[src/design/mcs_pkg.sv]
// shared definitions for the min/max contrast stretch block
// widths, register indexes and the control state type
// no dependencies
package mcs_pkg;

  localparam int PIXEL_BITS = 16;
  localparam int PORT_BITS  = 16;
  localparam int OUT_BITS   = 8;
  localparam int NUM_BITS   = PIXEL_BITS + OUT_BITS;
  localparam int CNT_BITS   = $clog2(OUT_BITS);
  localparam int IDX_BITS   = 2;

  localparam logic [CNT_BITS-1:0] LAST_STEP = CNT_BITS'(OUT_BITS - 1);
  localparam logic [OUT_BITS-1:0] OUT_TOP   = {OUT_BITS{1'b1}};

  localparam logic [IDX_BITS-1:0] REG_AUTO_RANGE = 2'd0;
  localparam logic [IDX_BITS-1:0] REG_FIXED_MIN  = 2'd1;
  localparam logic [IDX_BITS-1:0] REG_FIXED_MAX  = 2'd2;
  localparam logic [IDX_BITS-1:0] REG_NODATA     = 2'd3;

  localparam logic OP_MEASURE = 1'b0;
  localparam logic OP_RESCALE = 1'b1;

  typedef enum logic [1:0] {
    ST_IDLE,
    ST_DIVIDE,
    ST_HOLD
  } state_t;

endpackage

[src/design/minmax_contrast_stretch.sv]
// min/max linear contrast stretch, 16-bit pixels to 8-bit output
// uses mcs_pkg; division runs one quotient bit per cycle
//
// input stream: s_axis_tdata carries the pixel, s_axis_tuser carries op and
// first. op 0 (measure) updates the tracked min and max and gives no output;
// first clears the tracked range to the no-data value. op 1 (rescale) gives
// one output transfer with the stretched byte and the bounds that were used.
// a measure transfer leaves the block in idle; the next item is taken right after.
// a rescale transfer runs a restoring divider, one quotient bit per cycle, and
// no new item is taken until the block is back in the idle state.
// rescales that hit a clamp or equal bounds skip the divider and go to hold.
// the output sits in a register: while it waits for m_axis_tready the block
// keeps taking measure items and starts the next rescale; a finished result
// waits in the quotient register until the output register frees up.
// a divided rescale loads the output from the last divider step, or from hold.
// reset (rst, synchronous) restores the registers to auto range, fixed range
// 0..65535, no-data 0, and clears the tracked range and the output valid.
// configuration writes (cfg_we) are taken at any edge, meant while idle.
module minmax_contrast_stretch
  import mcs_pkg::*;
(
  input  logic                 clk,
  input  logic                 rst,
  input  logic                 cfg_we,
  input  logic [IDX_BITS-1:0]  cfg_index,
  input  logic [PORT_BITS-1:0] cfg_data,
  input  logic                 s_axis_tvalid,
  output logic                 s_axis_tready,
  input  logic [15:0]          s_axis_tdata,  // pixel
  input  logic [1:0]           s_axis_tuser,  // op, first
  output logic                 m_axis_tvalid,
  input  logic                 m_axis_tready,
  output logic [39:0]          m_axis_tdata   // out_byte, used_min, used_max
);

  // configuration
  logic                  auto_range;
  logic [PIXEL_BITS-1:0] fixed_min;
  logic [PIXEL_BITS-1:0] fixed_max;
  logic [PIXEL_BITS-1:0] nodata_value;

  // tracked range
  logic                  seen_valid;
  logic [PIXEL_BITS-1:0] run_min;
  logic [PIXEL_BITS-1:0] run_max;

  // rescale work registers
  state_t                state;
  state_t                state_next;
  logic [CNT_BITS-1:0]   cnt;
  logic [PIXEL_BITS-1:0] lo;
  logic [PIXEL_BITS-1:0] hi;
  logic [PIXEL_BITS-1:0] rem;
  logic [PIXEL_BITS-1:0] dsr;
  logic [OUT_BITS-1:0]   num_lo;
  logic [OUT_BITS-1:0]   q;

  // output register
  logic                  out_valid;
  logic [OUT_BITS-1:0]   out_byte;
  logic [PIXEL_BITS-1:0] used_min;
  logic [PIXEL_BITS-1:0] used_max;

  // control
  logic                  in_xfer;
  logic                  in_op;
  logic                  in_first;
  logic [PIXEL_BITS-1:0] pix;
  logic                  slot_free;
  logic                  load_out;
  logic                  last_step;
  logic                  take_div;

  // measure path
  logic [PIXEL_BITS-1:0] base_min;
  logic [PIXEL_BITS-1:0] base_max;
  logic                  base_seen;

  // rescale setup path
  logic [PIXEL_BITS-1:0] sel_lo;
  logic [PIXEL_BITS-1:0] sel_hi;
  logic                  special;
  logic [OUT_BITS-1:0]   special_byte;
  logic [PIXEL_BITS-1:0] diff;
  logic [NUM_BITS-1:0]   num;

  // divider step
  logic [PIXEL_BITS:0]   r_sh;
  logic                  qbit;
  logic [PIXEL_BITS:0]   r_sub;
  logic [OUT_BITS-1:0]   q_shift;

  assign in_op     = s_axis_tuser[0];
  assign in_first  = s_axis_tuser[1];
  assign pix       = s_axis_tdata[PIXEL_BITS-1:0];
  assign in_xfer   = s_axis_tvalid && s_axis_tready;
  assign slot_free = !out_valid || m_axis_tready;
  assign last_step = (cnt == LAST_STEP);

  // configuration registers
  always_ff @(posedge clk) begin
    if (rst) begin
      auto_range   <= 1'b1;
      fixed_min    <= '0;
      fixed_max    <= '1;
      nodata_value <= '0;
    end else if (cfg_we) begin
      unique case (cfg_index)
        REG_AUTO_RANGE: auto_range   <= cfg_data[0];
        REG_FIXED_MIN:  fixed_min    <= cfg_data[PIXEL_BITS-1:0];
        REG_FIXED_MAX:  fixed_max    <= cfg_data[PIXEL_BITS-1:0];
        REG_NODATA:     nodata_value <= cfg_data[PIXEL_BITS-1:0];
        default: ;
      endcase
    end
  end

  // measure: range after an optional clear, then fold in the pixel
  always_comb begin
    base_min  = in_first ? nodata_value : run_min;
    base_max  = in_first ? nodata_value : run_max;
    base_seen = in_first ? 1'b0 : seen_valid;
  end

  always_ff @(posedge clk) begin
    if (rst) begin
      seen_valid <= 1'b0;
      run_min    <= '0;
      run_max    <= '0;
    end else if (in_xfer && in_op == OP_MEASURE) begin
      if (pix == nodata_value) begin
        seen_valid <= base_seen;
        run_min    <= base_min;
        run_max    <= base_max;
      end else if (!base_seen) begin
        seen_valid <= 1'b1;
        run_min    <= pix;
        run_max    <= pix;
      end else begin
        seen_valid <= 1'b1;
        run_min    <= (pix < base_min) ? pix : base_min;
        run_max    <= (pix > base_max) ? pix : base_max;
      end
    end
  end

  // rescale setup: bounds, clamps and the scaled numerator (diff * 255)
  always_comb begin
    if (!auto_range) begin
      sel_lo = fixed_min;
      sel_hi = fixed_max;
    end else if (seen_valid) begin
      sel_lo = run_min;
      sel_hi = run_max;
    end else begin
      sel_lo = nodata_value;
      sel_hi = nodata_value;
    end
    special = (sel_hi == sel_lo) || (pix < sel_lo) || (pix > sel_hi);
    priority if (sel_hi == sel_lo) begin
      special_byte = sel_lo[OUT_BITS-1:0];
    end else if (pix < sel_lo) begin
      special_byte = '0;
    end else begin
      special_byte = OUT_TOP;
    end
    diff = pix - sel_lo;
    num  = {diff, {OUT_BITS{1'b0}}} - {{OUT_BITS{1'b0}}, diff};
  end

  assign take_div = in_xfer && in_op == OP_RESCALE && !special;

  // restoring division step, remainder stays below the divisor
  always_comb begin
    r_sh    = {rem, num_lo[OUT_BITS-1]};
    qbit    = (r_sh >= {1'b0, dsr});
    r_sub   = r_sh - {1'b0, dsr};
    q_shift = {q[OUT_BITS-2:0], qbit};
  end

  // next state
  always_comb begin
    state_next = state;
    unique case (state)
      ST_IDLE: begin
        if (in_xfer && in_op == OP_RESCALE) begin
          state_next = special ? ST_HOLD : ST_DIVIDE;
        end
      end
      ST_DIVIDE: begin
        if (last_step) begin
          state_next = slot_free ? ST_IDLE : ST_HOLD;
        end
      end
      ST_HOLD: begin
        if (slot_free) begin
          state_next = ST_IDLE;
        end
      end
      default: state_next = ST_IDLE;
    endcase
  end

  // control outputs
  always_comb begin
    s_axis_tready = 1'b0;
    load_out      = 1'b0;
    unique case (state)
      ST_IDLE:   s_axis_tready = 1'b1;
      ST_DIVIDE: load_out      = last_step && slot_free;
      ST_HOLD:   load_out      = slot_free;
      default: ;
    endcase
  end

  always_ff @(posedge clk) begin
    if (rst) begin
      state <= ST_IDLE;
      cnt   <= '0;
    end else begin
      state <= state_next;
      if (state == ST_DIVIDE) begin
        cnt <= last_step ? '0 : cnt + 1'b1;
      end
    end
  end

  // work registers, no reset needed
  always_ff @(posedge clk) begin
    if (in_xfer && in_op == OP_RESCALE) begin
      lo     <= sel_lo;
      hi     <= sel_hi;
      dsr    <= sel_hi - sel_lo;
      rem    <= num[NUM_BITS-1:OUT_BITS];
      num_lo <= num[OUT_BITS-1:0];
      q      <= special ? special_byte : '0;
    end else if (state == ST_DIVIDE) begin
      rem    <= qbit ? r_sub[PIXEL_BITS-1:0] : r_sh[PIXEL_BITS-1:0];
      num_lo <= {num_lo[OUT_BITS-2:0], 1'b0};
      q      <= q_shift;
    end
  end

  // output register
  always_ff @(posedge clk) begin
    if (rst) begin
      out_valid <= 1'b0;
    end else if (load_out) begin
      out_valid <= 1'b1;
    end else if (m_axis_tready) begin
      out_valid <= 1'b0;
    end
  end

  always_ff @(posedge clk) begin
    if (load_out) begin
      out_byte <= (state == ST_DIVIDE) ? q_shift : q;
      used_min <= lo;
      used_max <= hi;
    end
  end

  assign m_axis_tvalid = out_valid;
  assign m_axis_tdata  = {PORT_BITS'(used_max), PORT_BITS'(used_min), out_byte};

  // checks
  a_rescale_busy: assert property (@(posedge clk) disable iff (rst)
    in_xfer && in_op == OP_RESCALE |=> !s_axis_tready)
    else $error("input taken during a rescale");

  a_measure_idle: assert property (@(posedge clk) disable iff (rst)
    in_xfer && in_op == OP_MEASURE |=> state == ST_IDLE)
    else $error("measure left the idle state");

  a_rem_below_dsr: assert property (@(posedge clk) disable iff (rst)
    state == ST_DIVIDE |-> rem < dsr)
    else $error("divider remainder not below divisor");

  a_range_order: assert property (@(posedge clk) disable iff (rst)
    seen_valid |-> run_min <= run_max)
    else $error("tracked min above tracked max");

  a_div_starts: assert property (@(posedge clk) disable iff (rst)
    take_div |=> state == ST_DIVIDE && cnt == '0)
    else $error("division did not start at step zero");

endmodule

[config.mk]
export PLATFORM = sky130hd
export DESIGN_NAME = minmax_contrast_stretch
export DESIGN_NICKNAME = d
export VERILOG_FILES = /design/src/design/mcs_pkg.sv /design/src/design/minmax_contrast_stretch.sv
export SDC_FILE = /design/constraint.sdc
export NUM_CORES = 1
export LEC_CHECK = 0
export BUFFER_PORTS_ARGS = -buffer_cell sky130_fd_sc_hd__buf_4
export CORE_MARGIN = 2
export CORE_UTILIZATION = 40
export CTS_CLUSTER_SIZE = 40
export DETAILED_ROUTE_END_ITERATION = 8
export PLACE_DENSITY_LB_ADDON = 0.15
export SLEW_MARGIN = 0
export SYNTH_ARGS = -nofsm -noshare
export SYNTH_HDL_FRONTEND = slang
export SYNTH_SLANG_ARGS = --single-unit
export TNS_END_PERCENT = 1
[constraint.sdc]
create_clock -name clk -period 6 [get_ports clk]
set_input_delay 1.2 -clock clk [delete_from_list [all_inputs] [get_ports clk]]
set_output_delay 1.2 -clock clk [all_outputs]
set_load 0.03 [all_outputs]
==> results.md <==
* Setup-failing EPs final at 0
* Ant diodes at 0
* Register area at 5290 um2
* Die Y at 184 um
* Clock share of power at 25.8%
* Pwr dens at 394 nW/um2
* Routed wire length at 37.5 mm
* Clk Tree Root Cell: clkbuf_16
* Post-DP HPWL at 28.2 mm
* CP Class: reg2reg
* Most frequent cells in the layout: nand2_1 (219), a21oi_1 (160), edfxtp_1 (112)
* Synth unique cells at 70
* Max transition margin at 26.4%
* Status: finished clean
* Max FO, Critical Path at 20
* Ys Warns at 0
* Largest cells by area after synthesis: edfxtp_1 (26%), dfxtp_1 (15%), ha_1 (10%)
* Core area at 31800 um2
* Logic pwr share at 39.9%
* Worst hold path class: reg2reg
* Least-Margin Pin Slew at 1.10 ns
* Fin Setup TNS at 0 ns
* Power Total at 5.87 mW
* Initial DRT Pass Iterations at 5
* Final hold violation count at 0
* Mean post-synth cell area at 9.07 um2
* Synthesized instance count at 1432
* # resized after CTS at 0
* Placed cell area at 14100 um2
* Largest net degree at the start of global routing at 90
* Util after Layout at 46.9%
* Clock skew at 0.00734 ns
* Share of Yosys cell area claimed by the top area cell type at 25.9%
* Setup crit end kind: flip-flop
* Cts bufs inserted at 25
* Initial antenna violation count at 0
* Vias in the first global route at 10.1k
* Synth async-reset ratio at 0%
* TritonCTS clock tree: yes
* GR Overflow Total at 0
* RSZ-0062 raised after global routing: false
* VDD IR max at 0.000203 V
* Die Wd at 184 um
* Area of the die at 33900 um2
* Fillers at 3093
* Most common cell after layout, fill and taps aside: nand2_1
* H-Tree Depth at 1
* Final period utilization at 88.0%
* Quantity of I/O buffers inserted on ports at 82
* WP data required at 6.26 ns
* Vias after detailed routing at 10.6k
* Max-cap viol count at 0
* First-pass GRT wire length at 58.0 mm
* DR iter-0 viols at 860
* Hold-fix buffer count after cts at 0
* Final Max Slew Viols at 0
* Clock Latency Late Sink at 0.54 ns
* Number of synthesized flops with an enable pin at 112
* Antenna viol nets, final at 0
* Area growth syn-to-layout at 14.8%
* Internal power at 3.69 mW
* Max Clk Rate at 189 MHz
* Min Tclk post-route at 5.28 ns
* Critical path launch point type: flip-flop
* Fin cells at 1954
* Critical path arrival at 5.53 ns
* Final Wtd Congestion at 0.913
* Net Sw Power at 2.18 mW
* Sequential share of the synthesized area at 40.7%
* Clock-pin slew on the worst setup and hold paths at 0.06 ns
* Sequential share of power at 34.3%
* Post-synth top flop: edfxtp_1
* Synth Register Bits at 208
* Routed len/inst at 19.2 um
* Switching Fraction at 37.1%
* Multi-input logic area at 7160 um2
* Number of I/O pins at 83
* Global Route Usage Sum at 22.2%
* Setup bufs post-CTS at 0
* FP Rows at 65
* # clock sinks at 208
* Leading area contributor after synthesis: edfxtp_1
* Placed Instances at 1910
* Vias/cell at 5.42
* Share of cells above drive strength 1 at 11.1%
* Clk buf depth at 3
* Starting density of the core at 40.8%
* Synth Net Count at 1584
* Finished layout cell area at 14900 um2
* Leak at 6.34 nW
* Mapped cell area at 13000 um2
* Nets at 1654
* Post-route DRC at 0
cells in the mapped netlist, types with 3 or more instances:
| library cell | instances |
|---|---|
| a2111oi_0 | 3 |
| a211oi_1 | 16 |
| a21boi_0 | 5 |
| a21o_1 | 47 |
| a21oi_1 | 161 |
| a31oi_1 | 8 |
| and3_1 | 5 |
| buf_1 | 6 |
| clkbuf_1 | 50 |
| dfxtp_1 | 96 |
| edfxtp_1 | 112 |
| fa_1 | 3 |
| ha_1 | 108 |
| inv_1 | 92 |
| mux2_2 | 11 |
| mux2i_1 | 67 |
| nand2_1 | 219 |
| nand2b_1 | 8 |
| nand3_1 | 16 |
| nand3b_1 | 19 |
| nand4_1 | 18 |
| nor2_1 | 98 |
| nor2b_1 | 34 |
| nor3_1 | 10 |
| nor3b_1 | 4 |
| nor4_1 | 9 |
| o211ai_1 | 7 |
| o21a_1 | 22 |
| o21ai_0 | 31 |
| o21ai_1 | 6 |
| o21bai_1 | 7 |
| o31ai_1 | 3 |
| or2_2 | 3 |
| or3_1 | 8 |
| xnor2_1 | 39 |
| xor2_1 | 33 |
cells by family after synthesis:
logic type	synth area share (%)
DFF	40.7
adders and majority gates	11.0
muxes	6.12
AOI/OAI and AO/OA	16.7
buffers and inverters	4.40
xor gates and xnor gates	4.85
and+or+nand+nor	16.2
sequential cells by signal, summed over array words and instances, names as in the netlist:
register and count:
hi 16, out_byte 8, num_lo 8, m_axis_tvalid 1, fixed_min 16, auto_range 1, run_min 16, fixed_max 16
dsr 16, cnt 3, used_min 16, run_max 16, q 8, nodata_value 16, state 2, rem 16
seen_valid 1, used_max 16, lo 16
metrics by stage:
stage / setup WS (ns) / hold slack (ns)
6_report: 0.721 / 0.414
5_1_grt: 0.290 / 0.423
4_1_cts: 0.757 / 0.418
3_5_place_dp: 0.629 / 0.405
3_3_place_gp: 0.625 / 0.403
2_1_floorplan: 0.814 / 0.400
routing by layer:
| layer | GRT usage [%] | routed length, um | vias to the layer above |
|---|---|---|---|
| met5 | 0 | 0 | - |
| met1 | 31.7 | 17800 | 4997 |
| li1 | - | - | 5226 |
| met3 | 2.51 | 1850 | 62 |
| met4 | 7.71 | 1340 | 0 |
| met2 | 35.0 | 16500 | 298 |
final cells by class:
| class | count | area share [%] |
|---|---|---|
| multi-input combinational | 1072 | 48.0 |
| inverter | 95 | 2.39 |
| tap | 435 | 3.65 |
| clock buffer | 34 | 4.63 |
| timing repair buffer | 100 | 5.03 |
| clock inverter | 10 | 0.839 |
| sequential | 208 | 35.4 |
worst paths after layout:
check / endpoint / slack [ns] / cells after the start / start
min: used_max[1] / 0.41 / 0 / hi[1]
min reg2reg: used_max[1] / 0.41 / 0 / hi[1]
max reg2reg: rem[8] / 0.72 / 18 / seen_valid
max: rem[8] / 0.72 / 18 / seen_valid
power groups by stage:
stage	logic [mW]	clock network [mW]	registers (mW)
finish	2.34	1.52	2.01
global route	2.62	1.61	2.04
CTS	2.34	1.54	2.01
detailed placement	2.32	0	2.04
global placement	2.31	0	2.04
floorplan	1.69	0	2.04
worst max-delay path, stage by stage (launching register included):
cell,delay (ns)
dfxtp_1,0.70
a21oi_1,0.24
a21oi_1,0.42
inv_1,0.18
ha_1,0.44
and3_1,0.24
and3_1,0.19
a211oi_1,0.35
o31ai_1,0.12
a21oi_1,0.23
xnor2_1,0.31
ha_1,0.34
nand2_1,0.11
nor3_1,0.06
a211oi_1,0.29
nor2_1,0.07
o22ai_1,0.41
xnor2_1,0.19
a21oi_1,0.09
Power figures use the tool's default switching activity.
